[config.mk]
export PLATFORM = sky130hd
export DESIGN_NAME = lfu_lru_writeback_cache_policy
export DESIGN_NICKNAME = d
export VERILOG_FILES = /design/src/sv/lfucp_pkg.sv /design/src/sv/lfucp_cell.sv /design/src/sv/lfu_lru_writeback_cache_policy.sv
export SDC_FILE = /design/constraint.sdc
export NUM_CORES = 2
export LEC_CHECK = 0
export BUFFER_PORTS_ARGS = -buffer_cell sky130_fd_sc_hd__buf_2
export CELL_PAD_IN_SITES_DETAIL_PLACEMENT = 2
export CELL_PAD_IN_SITES_GLOBAL_PLACEMENT = 2
export CORE_MARGIN = 8
export CORE_UTILIZATION = 45
export DETAILED_ROUTE_END_ITERATION = 8
export PLACE_DENSITY = 0.88
export SLEW_MARGIN = 20
export SYNTH_ARGS = -nofsm -noshare
export SYNTH_HDL_FRONTEND = slang
export SYNTH_SLANG_ARGS = --single-unit
[constraint.sdc]
create_clock -name clock -period 7.8 [get_ports clock]
set_clock_uncertainty 0.2 [all_clocks]
set_input_delay 0.78 -clock clock [delete_from_list [all_inputs] [get_ports clock]]
set_output_delay 0.78 -clock clock [all_outputs]
set_load 0.02 [all_outputs]
[src/sv/lfucp_pkg.sv]
// Shared types and constants for the LFU/LRU write-back cache directory.
// Used by the directory cell and the top level; depends on nothing else.

package lfucp_pkg;

   // Field widths fixed by the interface.
   localparam int TAG_BITS   = 32;
   localparam int DATA_BITS  = 32;
   localparam int TOTAL_BITS = 32;
   localparam int CAP_BITS   = 4;

   localparam logic [CAP_BITS-1:0] CAP_RESET = 4'd8;

   // One access request.
   typedef struct packed {
      logic [TAG_BITS-1:0]  tag;
      logic [DATA_BITS-1:0] write_data;
      logic                 write;
   } req_type;

   // One access result.
   typedef struct packed {
      logic                  hit;
      logic                  evicted;
      logic [TAG_BITS-1:0]   evicted_tag;
      logic                  writeback;
      logic [DATA_BITS-1:0]  writeback_data;
      logic [TOTAL_BITS-1:0] hit_count;
      logic [TOTAL_BITS-1:0] miss_count;
   } rsp_type;

   // Broadcast command from the controller to every cell.
   typedef struct packed {
      logic update;   // apply the access this cycle
      logic fill;     // selected cell takes a new entry (miss)
      logic write;    // access is a write
      logic age_all;  // every other valid entry ages by one
   } cell_cmd_type;

   // Access sequencer states.
   typedef enum logic [1:0] {
      ST_IDLE,
      ST_LOOKUP,
      ST_SCAN,
      ST_COMMIT
   } state_type;

endpackage

[src/sv/lfucp_cell.sv]
// One directory cell: holds a single cache entry and one stage of the victim search chain.
// Depends on lfucp_pkg for the tag/data widths and the broadcast command type.

module lfucp_cell import lfucp_pkg::*; #(
   parameter int CELL_INDEX = 0,
   parameter int INDEX_BITS = 3,
   parameter int COUNT_BITS = 16
) (
   input  logic                  clock,
   input  logic                  reset,
   input  cell_cmd_type          cmd,
   input  logic                  sel,
   input  logic [INDEX_BITS-1:0] age_below,
   input  logic [TAG_BITS-1:0]   req_tag,
   input  logic [DATA_BITS-1:0]  req_data,
   output logic                  match,
   output logic [INDEX_BITS-1:0] rank,
   input  logic                  cand_found_i,
   input  logic [COUNT_BITS-1:0] cand_count_i,
   input  logic [INDEX_BITS-1:0] cand_rank_i,
   input  logic [INDEX_BITS-1:0] cand_index_i,
   input  logic [TAG_BITS-1:0]   cand_tag_i,
   input  logic [DATA_BITS-1:0]  cand_data_i,
   input  logic                  cand_dirty_i,
   output logic                  cand_found_o,
   output logic [COUNT_BITS-1:0] cand_count_o,
   output logic [INDEX_BITS-1:0] cand_rank_o,
   output logic [INDEX_BITS-1:0] cand_index_o,
   output logic [TAG_BITS-1:0]   cand_tag_o,
   output logic [DATA_BITS-1:0]  cand_data_o,
   output logic                  cand_dirty_o
);

   // Entry storage.
   logic                  valid_ff, valid_in;
   logic                  dirty_ff, dirty_in;
   logic [TAG_BITS-1:0]   tag_ff, tag_in;
   logic [DATA_BITS-1:0]  data_ff, data_in;
   logic [COUNT_BITS-1:0] count_ff, count_in;
   logic [INDEX_BITS-1:0] rank_ff, rank_in;

   // Victim candidate handed to the next cell.
   logic                  cfound_ff, cfound_in;
   logic [COUNT_BITS-1:0] ccount_ff, ccount_in;
   logic [INDEX_BITS-1:0] crank_ff, crank_in;
   logic [INDEX_BITS-1:0] cindex_ff, cindex_in;
   logic [TAG_BITS-1:0]   ctag_ff, ctag_in;
   logic [DATA_BITS-1:0]  cdata_ff, cdata_in;
   logic                  cdirty_ff, cdirty_in;

   logic better;

   assign match = valid_ff && (tag_ff == req_tag);
   assign rank  = rank_ff;

   // This entry beats the incoming candidate if its count is lower, or on equal
   // counts if it is less recent.
   assign better = valid_ff &&
                   (!cand_found_i || (count_ff < cand_count_i) ||
                    ((count_ff == cand_count_i) && (rank_ff > cand_rank_i)));

   always_comb begin
      cfound_in = cand_found_i || valid_ff;
      if (better) begin
         ccount_in = count_ff;
         crank_in  = rank_ff;
         cindex_in = INDEX_BITS'(CELL_INDEX);
         ctag_in   = tag_ff;
         cdata_in  = data_ff;
         cdirty_in = dirty_ff;
      end else begin
         ccount_in = cand_count_i;
         crank_in  = cand_rank_i;
         cindex_in = cand_index_i;
         ctag_in   = cand_tag_i;
         cdata_in  = cand_data_i;
         cdirty_in = cand_dirty_i;
      end
   end

   // Entry update when the controller commits an access.
   always_comb begin
      valid_in = valid_ff;
      dirty_in = dirty_ff;
      tag_in   = tag_ff;
      data_in  = data_ff;
      count_in = count_ff;
      rank_in  = rank_ff;
      if (cmd.update) begin
         if (sel) begin
            rank_in = '0;
            if (cmd.fill) begin
               valid_in = 1'b1;
               tag_in   = req_tag;
               count_in = COUNT_BITS'(1);
               data_in  = cmd.write ? req_data : '0;
               dirty_in = cmd.write;
            end else begin
               if (count_ff != '1) begin
                  count_in = count_ff + COUNT_BITS'(1);
               end
               if (cmd.write) begin
                  data_in  = req_data;
                  dirty_in = 1'b1;
               end
            end
         end else if (valid_ff && (cmd.age_all || (rank_ff < age_below))) begin
            rank_in = rank_ff + INDEX_BITS'(1);
         end
      end
   end

   always_ff @(posedge clock) begin
      if (reset) begin
         valid_ff  <= 1'b0;
         dirty_ff  <= 1'b0;
         cfound_ff <= 1'b0;
      end else begin
         valid_ff  <= valid_in;
         dirty_ff  <= dirty_in;
         cfound_ff <= cfound_in;
      end
   end

   always_ff @(posedge clock) begin
      tag_ff    <= tag_in;
      data_ff   <= data_in;
      count_ff  <= count_in;
      rank_ff   <= rank_in;
      ccount_ff <= ccount_in;
      crank_ff  <= crank_in;
      cindex_ff <= cindex_in;
      ctag_ff   <= ctag_in;
      cdata_ff  <= cdata_in;
      cdirty_ff <= cdirty_in;
   end

   assign cand_found_o = cfound_ff;
   assign cand_count_o = ccount_ff;
   assign cand_rank_o  = crank_ff;
   assign cand_index_o = cindex_ff;
   assign cand_tag_o   = ctag_ff;
   assign cand_data_o  = cdata_ff;
   assign cand_dirty_o = cdirty_ff;

endmodule

[src/sv/lfu_lru_writeback_cache_policy.sv]
// Top level of the LFU/LRU write-back cache directory: sequencer, counters and cell row.
// Depends on lfucp_pkg and lfucp_cell.

// An access is taken when start is high and busy is low, and its result shows on
// rsp_item for one cycle with rsp_valid high; there is no back-pressure, so the result
// must be captured in that cycle. A hit, or a miss while the directory holds fewer
// entries than the capacity, passes through lookup and commit before the result is
// registered. A miss that must evict passes through a scan between the two states:
// the least-used, least-recent victim is found by a candidate that moves through the
// row of ENTRIES cells one cell per clock. The capacity register may be written
// whenever busy is low; there is no clearing pass after reset.

module lfu_lru_writeback_cache_policy import lfucp_pkg::*; #(
   parameter int ENTRIES    = 8,
   parameter int COUNT_BITS = 16
) (
   input  logic                clock,
   input  logic                reset,
   input  logic                start,
   output logic                busy,
   input  req_type             req_item,
   output logic                rsp_valid,
   output rsp_type             rsp_item,
   input  logic                csr_valid,
   output logic                csr_ready,
   input  logic [CAP_BITS-1:0] csr_data
);

   localparam int INDEX_BITS = $clog2(ENTRIES);
   localparam int FILL_BITS  = $clog2(ENTRIES + 1);

   state_type state_ff, state_in;

   req_type                req_ff, req_in;
   logic [CAP_BITS-1:0]    cap_ff, cap_in;
   logic [FILL_BITS-1:0]   fill_ff, fill_in;
   logic                   hit_ff, hit_in;
   logic                   evict_ff, evict_in;
   logic [INDEX_BITS-1:0]  hit_idx_ff, hit_idx_in;
   logic [INDEX_BITS-1:0]  hit_rank_ff, hit_rank_in;
   logic [INDEX_BITS-1:0]  scan_ff, scan_in;
   logic [TOTAL_BITS-1:0]  hits_ff, hits_in;
   logic [TOTAL_BITS-1:0]  misses_ff, misses_in;
   logic                   rsp_valid_ff, rsp_valid_in;
   rsp_type                rsp_ff, rsp_in;

   // Sequencer outputs.
   logic do_lookup;
   logic do_scan;
   logic do_commit;

   // Cell row wiring.
   cell_cmd_type          cmd;
   logic [ENTRIES-1:0]    sel;
   logic [ENTRIES-1:0]    match;
   logic [INDEX_BITS-1:0] rank [ENTRIES];
   logic [INDEX_BITS-1:0] age_below;
   logic [INDEX_BITS-1:0] slot;

   logic                  c_found [ENTRIES+1];
   logic [COUNT_BITS-1:0] c_count [ENTRIES+1];
   logic [INDEX_BITS-1:0] c_rank  [ENTRIES+1];
   logic [INDEX_BITS-1:0] c_index [ENTRIES+1];
   logic [TAG_BITS-1:0]   c_tag   [ENTRIES+1];
   logic [DATA_BITS-1:0]  c_data  [ENTRIES+1];
   logic                  c_dirty [ENTRIES+1];

   logic                  any_match;
   logic [INDEX_BITS-1:0] match_idx;
   logic [INDEX_BITS-1:0] match_rank;
   logic [31:0]           cap_wide;
   logic [31:0]           eff_cap;
   logic                  full;

   // Head of the candidate chain: no entry yet.
   assign c_found[0] = 1'b0;
   assign c_count[0] = '0;
   assign c_rank[0]  = '0;
   assign c_index[0] = '0;
   assign c_tag[0]   = '0;
   assign c_data[0]  = '0;
   assign c_dirty[0] = 1'b0;

   // Row of directory cells.
   for (genvar g = 0; g < ENTRIES; g++) begin : g_cell
      lfucp_cell #(
         .CELL_INDEX (g),
         .INDEX_BITS (INDEX_BITS),
         .COUNT_BITS (COUNT_BITS)
      ) u_cell (
         .clock        (clock),
         .reset        (reset),
         .cmd          (cmd),
         .sel          (sel[g]),
         .age_below    (age_below),
         .req_tag      (req_ff.tag),
         .req_data     (req_ff.write_data),
         .match        (match[g]),
         .rank         (rank[g]),
         .cand_found_i (c_found[g]),
         .cand_count_i (c_count[g]),
         .cand_rank_i  (c_rank[g]),
         .cand_index_i (c_index[g]),
         .cand_tag_i   (c_tag[g]),
         .cand_data_i  (c_data[g]),
         .cand_dirty_i (c_dirty[g]),
         .cand_found_o (c_found[g+1]),
         .cand_count_o (c_count[g+1]),
         .cand_rank_o  (c_rank[g+1]),
         .cand_index_o (c_index[g+1]),
         .cand_tag_o   (c_tag[g+1]),
         .cand_data_o  (c_data[g+1]),
         .cand_dirty_o (c_dirty[g+1])
      );
   end

   // Tags of valid entries are distinct, so at most one cell matches; OR the
   // masked index and rank together.
   always_comb begin
      any_match  = |match;
      match_idx  = '0;
      match_rank = '0;
      for (int i = 0; i < ENTRIES; i++) begin
         if (match[i]) begin
            match_idx  = match_idx | INDEX_BITS'(i);
            match_rank = match_rank | rank[i];
         end
      end
   end

   // Effective capacity: zero counts as one, values above the row size are clipped.
   assign cap_wide = 32'(cap_ff);
   always_comb begin
      if (cap_wide == 32'd0) begin
         eff_cap = 32'd1;
      end else if (cap_wide > 32'(ENTRIES)) begin
         eff_cap = 32'(ENTRIES);
      end else begin
         eff_cap = cap_wide;
      end
   end
   assign full = 32'(fill_ff) >= eff_cap;

   // Next-state logic.
   always_comb begin
      state_in = state_ff;
      unique case (state_ff)
         ST_IDLE: begin
            if (start) begin
               state_in = ST_LOOKUP;
            end
         end
         ST_LOOKUP: begin
            if (!any_match && full) begin
               state_in = ST_SCAN;
            end else begin
               state_in = ST_COMMIT;
            end
         end
         ST_SCAN: begin
            if (scan_ff == INDEX_BITS'(ENTRIES - 1)) begin
               state_in = ST_COMMIT;
            end
         end
         ST_COMMIT: begin
            state_in = ST_IDLE;
         end
         default: begin
            state_in = ST_IDLE;
         end
      endcase
   end

   // Sequencer outputs.
   always_comb begin
      busy      = 1'b1;
      do_lookup = 1'b0;
      do_scan   = 1'b0;
      do_commit = 1'b0;
      unique case (state_ff)
         ST_IDLE:   busy      = 1'b0;
         ST_LOOKUP: do_lookup = 1'b1;
         ST_SCAN:   do_scan   = 1'b1;
         ST_COMMIT: do_commit = 1'b1;
         default:   busy      = 1'b1;
      endcase
   end

   assign csr_ready = !busy;

   // Commit command: a hit promotes its slot; an eviction reuses the victim slot and
   // ages those more recent than it; a plain fill takes the next free slot and ages all.
   always_comb begin
      if (hit_ff) begin
         slot = hit_idx_ff;
      end else if (evict_ff) begin
         slot = c_index[ENTRIES];
      end else begin
         slot = fill_ff[INDEX_BITS-1:0];
      end
      age_below   = hit_ff ? hit_rank_ff : c_rank[ENTRIES];
      cmd.update  = do_commit;
      cmd.fill    = !hit_ff;
      cmd.write   = req_ff.write;
      cmd.age_all = !hit_ff && !evict_ff;
      for (int i = 0; i < ENTRIES; i++) begin
         sel[i] = (slot == INDEX_BITS'(i));
      end
   end

   // Request capture, lookup result, counters and result register.
   always_comb begin
      req_in       = req_ff;
      cap_in       = cap_ff;
      fill_in      = fill_ff;
      hit_in       = hit_ff;
      evict_in     = evict_ff;
      hit_idx_in   = hit_idx_ff;
      hit_rank_in  = hit_rank_ff;
      scan_in      = '0;
      hits_in      = hits_ff;
      misses_in    = misses_ff;
      rsp_valid_in = 1'b0;
      rsp_in       = rsp_ff;

      if (!busy && start) begin
         req_in = req_item;
      end
      if (csr_valid && csr_ready) begin
         cap_in = csr_data;
      end
      if (do_lookup) begin
         hit_in      = any_match;
         evict_in    = !any_match && full;
         hit_idx_in  = match_idx;
         hit_rank_in = match_rank;
      end
      if (do_scan) begin
         scan_in = scan_ff + INDEX_BITS'(1);
      end
      if (do_commit) begin
         if (hit_ff) begin
            if (hits_ff != '1) begin
               hits_in = hits_ff + TOTAL_BITS'(1);
            end
         end else begin
            if (misses_ff != '1) begin
               misses_in = misses_ff + TOTAL_BITS'(1);
            end
            if (!evict_ff) begin
               fill_in = fill_ff + FILL_BITS'(1);
            end
         end
         rsp_valid_in          = 1'b1;
         rsp_in.hit            = hit_ff;
         rsp_in.evicted        = evict_ff;
         rsp_in.evicted_tag    = evict_ff ? c_tag[ENTRIES] : '0;
         rsp_in.writeback      = evict_ff && c_dirty[ENTRIES];
         rsp_in.writeback_data = (evict_ff && c_dirty[ENTRIES]) ? c_data[ENTRIES] : '0;
         rsp_in.hit_count      = hits_in;
         rsp_in.miss_count     = misses_in;
      end
   end

   always_ff @(posedge clock) begin
      if (reset) begin
         state_ff     <= ST_IDLE;
         cap_ff       <= CAP_RESET;
         fill_ff      <= '0;
         scan_ff      <= '0;
         hits_ff      <= '0;
         misses_ff    <= '0;
         rsp_valid_ff <= 1'b0;
      end else begin
         state_ff     <= state_in;
         cap_ff       <= cap_in;
         fill_ff      <= fill_in;
         scan_ff      <= scan_in;
         hits_ff      <= hits_in;
         misses_ff    <= misses_in;
         rsp_valid_ff <= rsp_valid_in;
      end
   end

   always_ff @(posedge clock) begin
      req_ff      <= req_in;
      hit_ff      <= hit_in;
      evict_ff    <= evict_in;
      hit_idx_ff  <= hit_idx_in;
      hit_rank_ff <= hit_rank_in;
      rsp_ff      <= rsp_in;
   end

   assign rsp_valid = rsp_valid_ff;
   assign rsp_item  = rsp_ff;

   // The directory never holds more entries than it has cells.
   a_fill_bound: assert property (@(posedge clock) disable iff (reset)
      32'(fill_ff) <= 32'(ENTRIES))
      else $error("fill count exceeds the number of cells");

   // A result is shown only once the access has finished.
   a_rsp_idle: assert property (@(posedge clock) disable iff (reset)
      rsp_valid |-> !busy)
      else $error("result shown while an access is in progress");

   // An eviction only happens on a miss, and a write-back only with an eviction.
   a_evict_miss: assert property (@(posedge clock) disable iff (reset)
      rsp_valid && rsp_item.evicted |-> !rsp_item.hit)
      else $error("eviction reported on a hit");

   a_wb_evict: assert property (@(posedge clock) disable iff (reset)
      rsp_valid && rsp_item.writeback |-> rsp_item.evicted)
      else $error("write-back reported without eviction");

   // An evicting miss only commits after the candidate has crossed the whole row.
   a_scan_done: assert property (@(posedge clock) disable iff (reset)
      do_commit && evict_ff |-> $past(do_scan) && c_found[ENTRIES])
      else $error("victim committed before the search completed");

   // Each hit result advances the hit total unless the total is saturated.
   a_hit_total: assert property (@(posedge clock) disable iff (reset)
      do_commit && hit_ff && (hits_ff != '1) |=> hits_ff == $past(hits_ff) + TOTAL_BITS'(1))
      else $error("hit total did not advance on a hit");

endmodule
# After elaboration in Yosys (flattened, before gate mapping)
# Index checks and enable logic that the tools add are counted.
[classes]
addsub = 20
mul = 0
div_mod_pow = 0
n_lt_le_gt_ge = 24
n_eq_ne = 47
n_shift = 0
n_mux = 87
bitwise_logic = 10
reduce_logical = 122
[op_table]
columns = ["operator", "n"]
rows = [
  ["$mux 32", 21],
  ["$eq 32x32->1", 8],
  ["$mux 16", 14],
  ["$add 16x1->16 const B", 8],
  ["$ne 16x16->1 const B", 8],
  ["$eq 16x16->1", 7],
  ["$lt 16x16->1", 7],
  ["$mux 3", 28],
  ["$reduce_and 3->1", 25],
  ["$add 32x1->32 const B", 2],
  ["$ne 32x32->1 const B", 2],
  ["$logic_and 1x1->1", 35],
  ["$ge 4x32->1", 1],
  ["$logic_not 32->1", 1],
  ["$logic_or 1x1->1", 28],
  ["$add 3x1->3 const B", 9],
  ["$lt 3x3->1", 8],
  ["$gt 3x3->1", 7],
  ["$or 3x3->3", 7],
  ["$reduce_and 2->1", 9],
  ["$mux 1", 17],
  ["$ne 2x1->1 const B", 8],
  ["$reduce_bool 2->1", 8],
  ["$eq 3x3->1 const B", 5],
  ["17 further kinds", 37],
]
[totals]
regBits = 1642
latch_bits = 0
ramBits = 0
rom_bits = 0
in_bits = 73
output_inout_bits = 134
mem_count = 0

# Longest topological paths before layout
[depth]
depth_word = 17
mapped_depth = 13
ltp_nobuf = 11

# Cells and area by module
# A second synthesis with hierarchy kept.
[hier_totals]
hier_cells = 4961
area_unflattened_um2 = 67294.5
[by_module_without_submodules]
columns = ["mod", "instances", "cells_per_inst", "area_per_inst_um2", "seq_area_each_um2"]
rows = [
  ["lfucp_cell (g_cell[0].u_cell ...)", 6, 500, 6937.9, 4294.1],
  ["lfu_lru_writeback_cache_policy", 1, 959, 11797.6, 7687.4],
  ["lfucp_cell (g_cell[6].u_cell)", 1, 503, 6935.4, 4294.1],
  ["lfucp_cell (g_cell[7].u_cell)", 1, 499, 6934.2, 4294.1],
]

# Worst setup path before layout
# OpenSTA, ideal clock, no wires.
[synth_timing]
path_type = "reg-to-reg"
startpoint = "register state_ff[1]"
endpoint = "register g_cell[7].u_cell.tag_ff[0] (enable)"
setup_ps = 423
arrival_ps = 5735
required_time_ps = 7177
slack_ps = 1443
stages_incl_launch_ff = 6
n_path_buf = 2
period_less_slack_ps = 6357
path_cell_list = "dfxtp_1 -> ha_1 -> clkbuf_1 -> clkbuf_1 -> nand2_1 -> nor2_1"
[synth_rtl]
columns = ["item", "line", "text"]
rows = [
  ["from (decl)", "lfu_lru_writeback_cache_policy.sv:32", "state_type state_ff, state_in;"],
  ["from (signal assigned)", "lfu_lru_writeback_cache_policy.sv:275", "state_ff <= state_in;"],
  ["to (signal assigned)", "lfucp_cell.sv:126", "tag_ff <= tag_in;"],
  ["to (decl)", "lfucp_cell.sv:37", "logic [TAG_BITS-1:0] tag_ff, tag_in;"],
]

# Final worst setup path
[layout_timing]
startpoint = "register evict_ff"
endpoint = "register g_cell[1].u_cell.valid_ff"
[layout_between]
elab_chain_len = 4
[layout_lines]
columns = ["item", "line", "text"]
rows = [
  ["from (decl)", "lfu_lru_writeback_cache_policy.sv:38", "logic evict_ff, evict_in;"],
  ["from (signal assigned)", "lfu_lru_writeback_cache_policy.sv:288", "evict_ff <= evict_in;"],
  ["$mux 3", "lfu_lru_writeback_cache_policy.sv:196", "end else if (evict_ff) begin"],
  ["$mux 3", "lfu_lru_writeback_cache_policy.sv:194", "if (hit_ff) begin"],
  ["$eq 3x1->1", "lfu_lru_writeback_cache_policy.sv:207", "sel[i] = (slot == INDEX_BITS'(i));"],
  ["$reduce_and 3->1 (no source line)", "--", ""],
  ["to (signal assigned)", "lfucp_cell.sv:119", "valid_ff <= valid_in;"],
  ["to (decl)", "lfucp_cell.sv:35", "logic valid_ff, valid_in;"],
]
# No other way between the ends.
# A chain may end at the register's enable or synchronous reset.

==> results.ini <==
[setup_path]
crit_fanout = 78
critPathCaptureType = flop
crit_required_ns = 8.34
crit_arrival_ns = 6.67
path_class = flop to flop
start_kind = flop

[clock_tree]
cts.clk_slew.worst_paths_ns = 0.08
max-clock-path-buffers = 3
postCtsSetupRepairBufs = 0
cts_tree = built
cts_buffers = 167
cts_sinks = 1642
htreeDepth = 4
cts_resized = 0
clk_latency_ns = 0.88
cts_root_buf = clkbuf_16

[drt]
vias = 45200
drt_iter0_drc = 5831
wl_per_cell_um = 43.7
drc = 0
antenna_left = 0
dr.pass1.iters = 5
via_per_inst = 6.54
wl_um = 302000

[final_layout]
mostFrequentLayoutCells = 868 x edfxtp_1, 773 x dfxtp_1, 534 x mux2_2, 330 x xor2_1, 206 x and2_1
final_common_cell = edfxtp_1
nets = 5119
final_core_util = 0.524
syn2layout_area_growth_pct = 15.4
drive_gt1_frac = 0.218

[timing]
slew_headroom = 0.0491
hold_viol_final = 0
rsz0062_at_grt = no
finalMaxSlewViolations = 0
worst_slack_ns = 1.67
fin_tns_setup_ns = 0
min_period_ns = 6.13
max_freq_mhz = 163
worst_slew_pin_slew_ns = 1.42
hold_slack_ns = 0.0178
period_share = 0.786
setup_violations = 0

[hold_path]
hold_class = primary input to flop

[logic_synthesis]
ys_seq_elements = 1642
syn_area_per_cell_um2 = 14.0
yosysUniqueCellTypes = 65
synth_fp_nets = 4795
yosysSeqAreaShare = 0.655
synthCells = 4544
yosysWarnings = 0
ys_dominant_reg_cell = edfxtp_1
yosys.area.top_type_share = 0.411
ys_async_sr_fraction = 0
netlist_area_um2 = 63400
synth-edff-count = 868
synthTopCellsByArea = edfxtp_1 41%, dfxtp_1 24%, mux2_2 9.5%
yosys.area.top_type = edfxtp_1

[power_and_ir_drop]
netSwitchingFraction = 0.312
p_switching_mw = 6.88
p_total_mw = 22.1
power_density_nw_per_um2 = 302
p_int_mw = 15.2
ir_worst_vdd_mv = 0.312
combPwrFrac = 0.118
p_clk_frac = 0.413
seq_power_share = 0.469
p_leak_nw = 27.7

[placement]
port_buffers = 206
place_congestion = 0.806
post-place-ws_ns = 3.18
dpl.hpwl_um = 133000

[floorplanning]
core.rowCount = 137
fp.dieW_um = 391
design.die.area_um2 = 153000
io_pins = 207
start_util = 0.454
die_y_um = 391
core_area_um2 = 140000

[global_routing]
grt_max_degree = 147
grt_overflow = 0
grt_pass1_vias = 46900
grt_pass1_wl_um = 386000
track_usage = 0.351
grt_antenna_before_repair = 35

[job]
drv_cap = 0

[outcome]
outcome = completed

-- sequential cells by signal (all words and copies together), names as in the netlist, 24 cells and up --
name                        count
g_cell.u_cell.tag_ff          256
g_cell.u_cell.cand_data_o     256
req_ff                         64
g_cell.u_cell.count_ff        128
g_cell.u_cell.rank             24
g_cell.u_cell.cand_count_o    112
hits_ff                        32
rsp_item                      131
g_cell.u_cell.cand_tag_o      256
misses_ff                      32
g_cell.u_cell.data_ff         256
g_cell.u_cell.cand_rank_o      24
-- metrics by stage --
step / area [um2] / std cells
floorplan: 63400 / 4544
global placement: 66600 / 6498
detailed placement: 66700 / 6504
CTS: 72900 / 6881
global route: 73100 / 6892
finish: 73200 / 6911
-- cells by family (layout without fill, tap and decap cells) --
group,after synthesis,after routing,share of synthesized area
AOI/OAI and AO/OA,299,299,0.0308
DFF,1642,1642,0.655
muxes,584,584,0.103
and+or+nand+nor,1033,1033,0.0883
buffers and inverters,352,820,0.0239
other,0,23,0
xor gates and xnor gates,456,456,0.0630
adders and majority gates,178,178,0.0351
-- synthesized netlist by cell type, drive strengths merged (40+ instances only) --
master / n
xnor2: 126
ha: 178
and2: 207
nand2: 110
a21o: 40
a21oi: 67
nand3: 137
mux2: 571
nor4: 63
nor2: 182
edfxtp: 868
xor2: 330
or3: 47
and3: 80
dfxtp: 774
o21ai: 75
inv: 168
nand4: 77
nor2b: 63
clkbuf: 98
buf: 86
-- worst max-delay path, cell delays in order (launching register included) --
cell,delay (ns)
edfxtp_1,0.42
buf_4,0.81
mux2_2,0.44
mux2i_1,0.72
nand2_1,0.20
nor2_1,0.68
nand2_1,0.77
nor2_4,1.21
nor2_1,0.18
nor2_1,0.39
-- timing repair --
action,in CTS,in global routing
hold buffers,64,0
endpoints found under the setup margin,0,0
hold endpoints to repair,64,0
-- worst paths after layout --
kind / cells past startpoint / slack (ns) / to / startpoint
worst max register to register: 9 / 1.67 / g_cell[1].u_cell.valid_ff / evict_ff
worst min register to register: 1 / 0.26 / g_cell[2].u_cell.cand_tag_o[22] / g_cell[1].u_cell.cand_tag_o[22]
worst max-delay path: 9 / 1.67 / g_cell[1].u_cell.valid_ff / evict_ff
worst min-delay path: 3 / 0.02 / cap_ff[2] / csr_data[2]
-- routing by layer --
metal  up-vias  GRT usage  wire length [um]
met5         -   0.000627               160
met4        26      0.242             30600
met3      1658     0.0769             26900
met2      3748      0.600            142000
met1     22900      0.391            103000
li1      16800          -                 -
-- layout make-up --
| type | instances | area [um2] |
|---|---|---|
| diodes | 23 | 57.6 |
| well taps | 1876 | 2350 |
| flip-flops and latches | 1642 | 41600 |
| fillers | 12600 | 66600 |
| clock inverters | 61 | 761 |
| clock buffers | 252 | 4830 |
| repair buffers | 339 | 2410 |
| inverters | 168 | 631 |
| multi-input cells | 2550 | 20600 |
-- power groups by stage --
stage	clock network (mW)	registers (mW)	logic, mW
2_1_floorplan	0	10.2	1.19
3_3_place_gp	0	10.3	1.87
3_5_place_dp	0	10.4	2.07
4_1_cts	8.65	10.3	2.29
5_1_grt	9.29	10.3	2.60
6_report	9.12	10.4	2.61
Power figures use the tool's default switching activity.
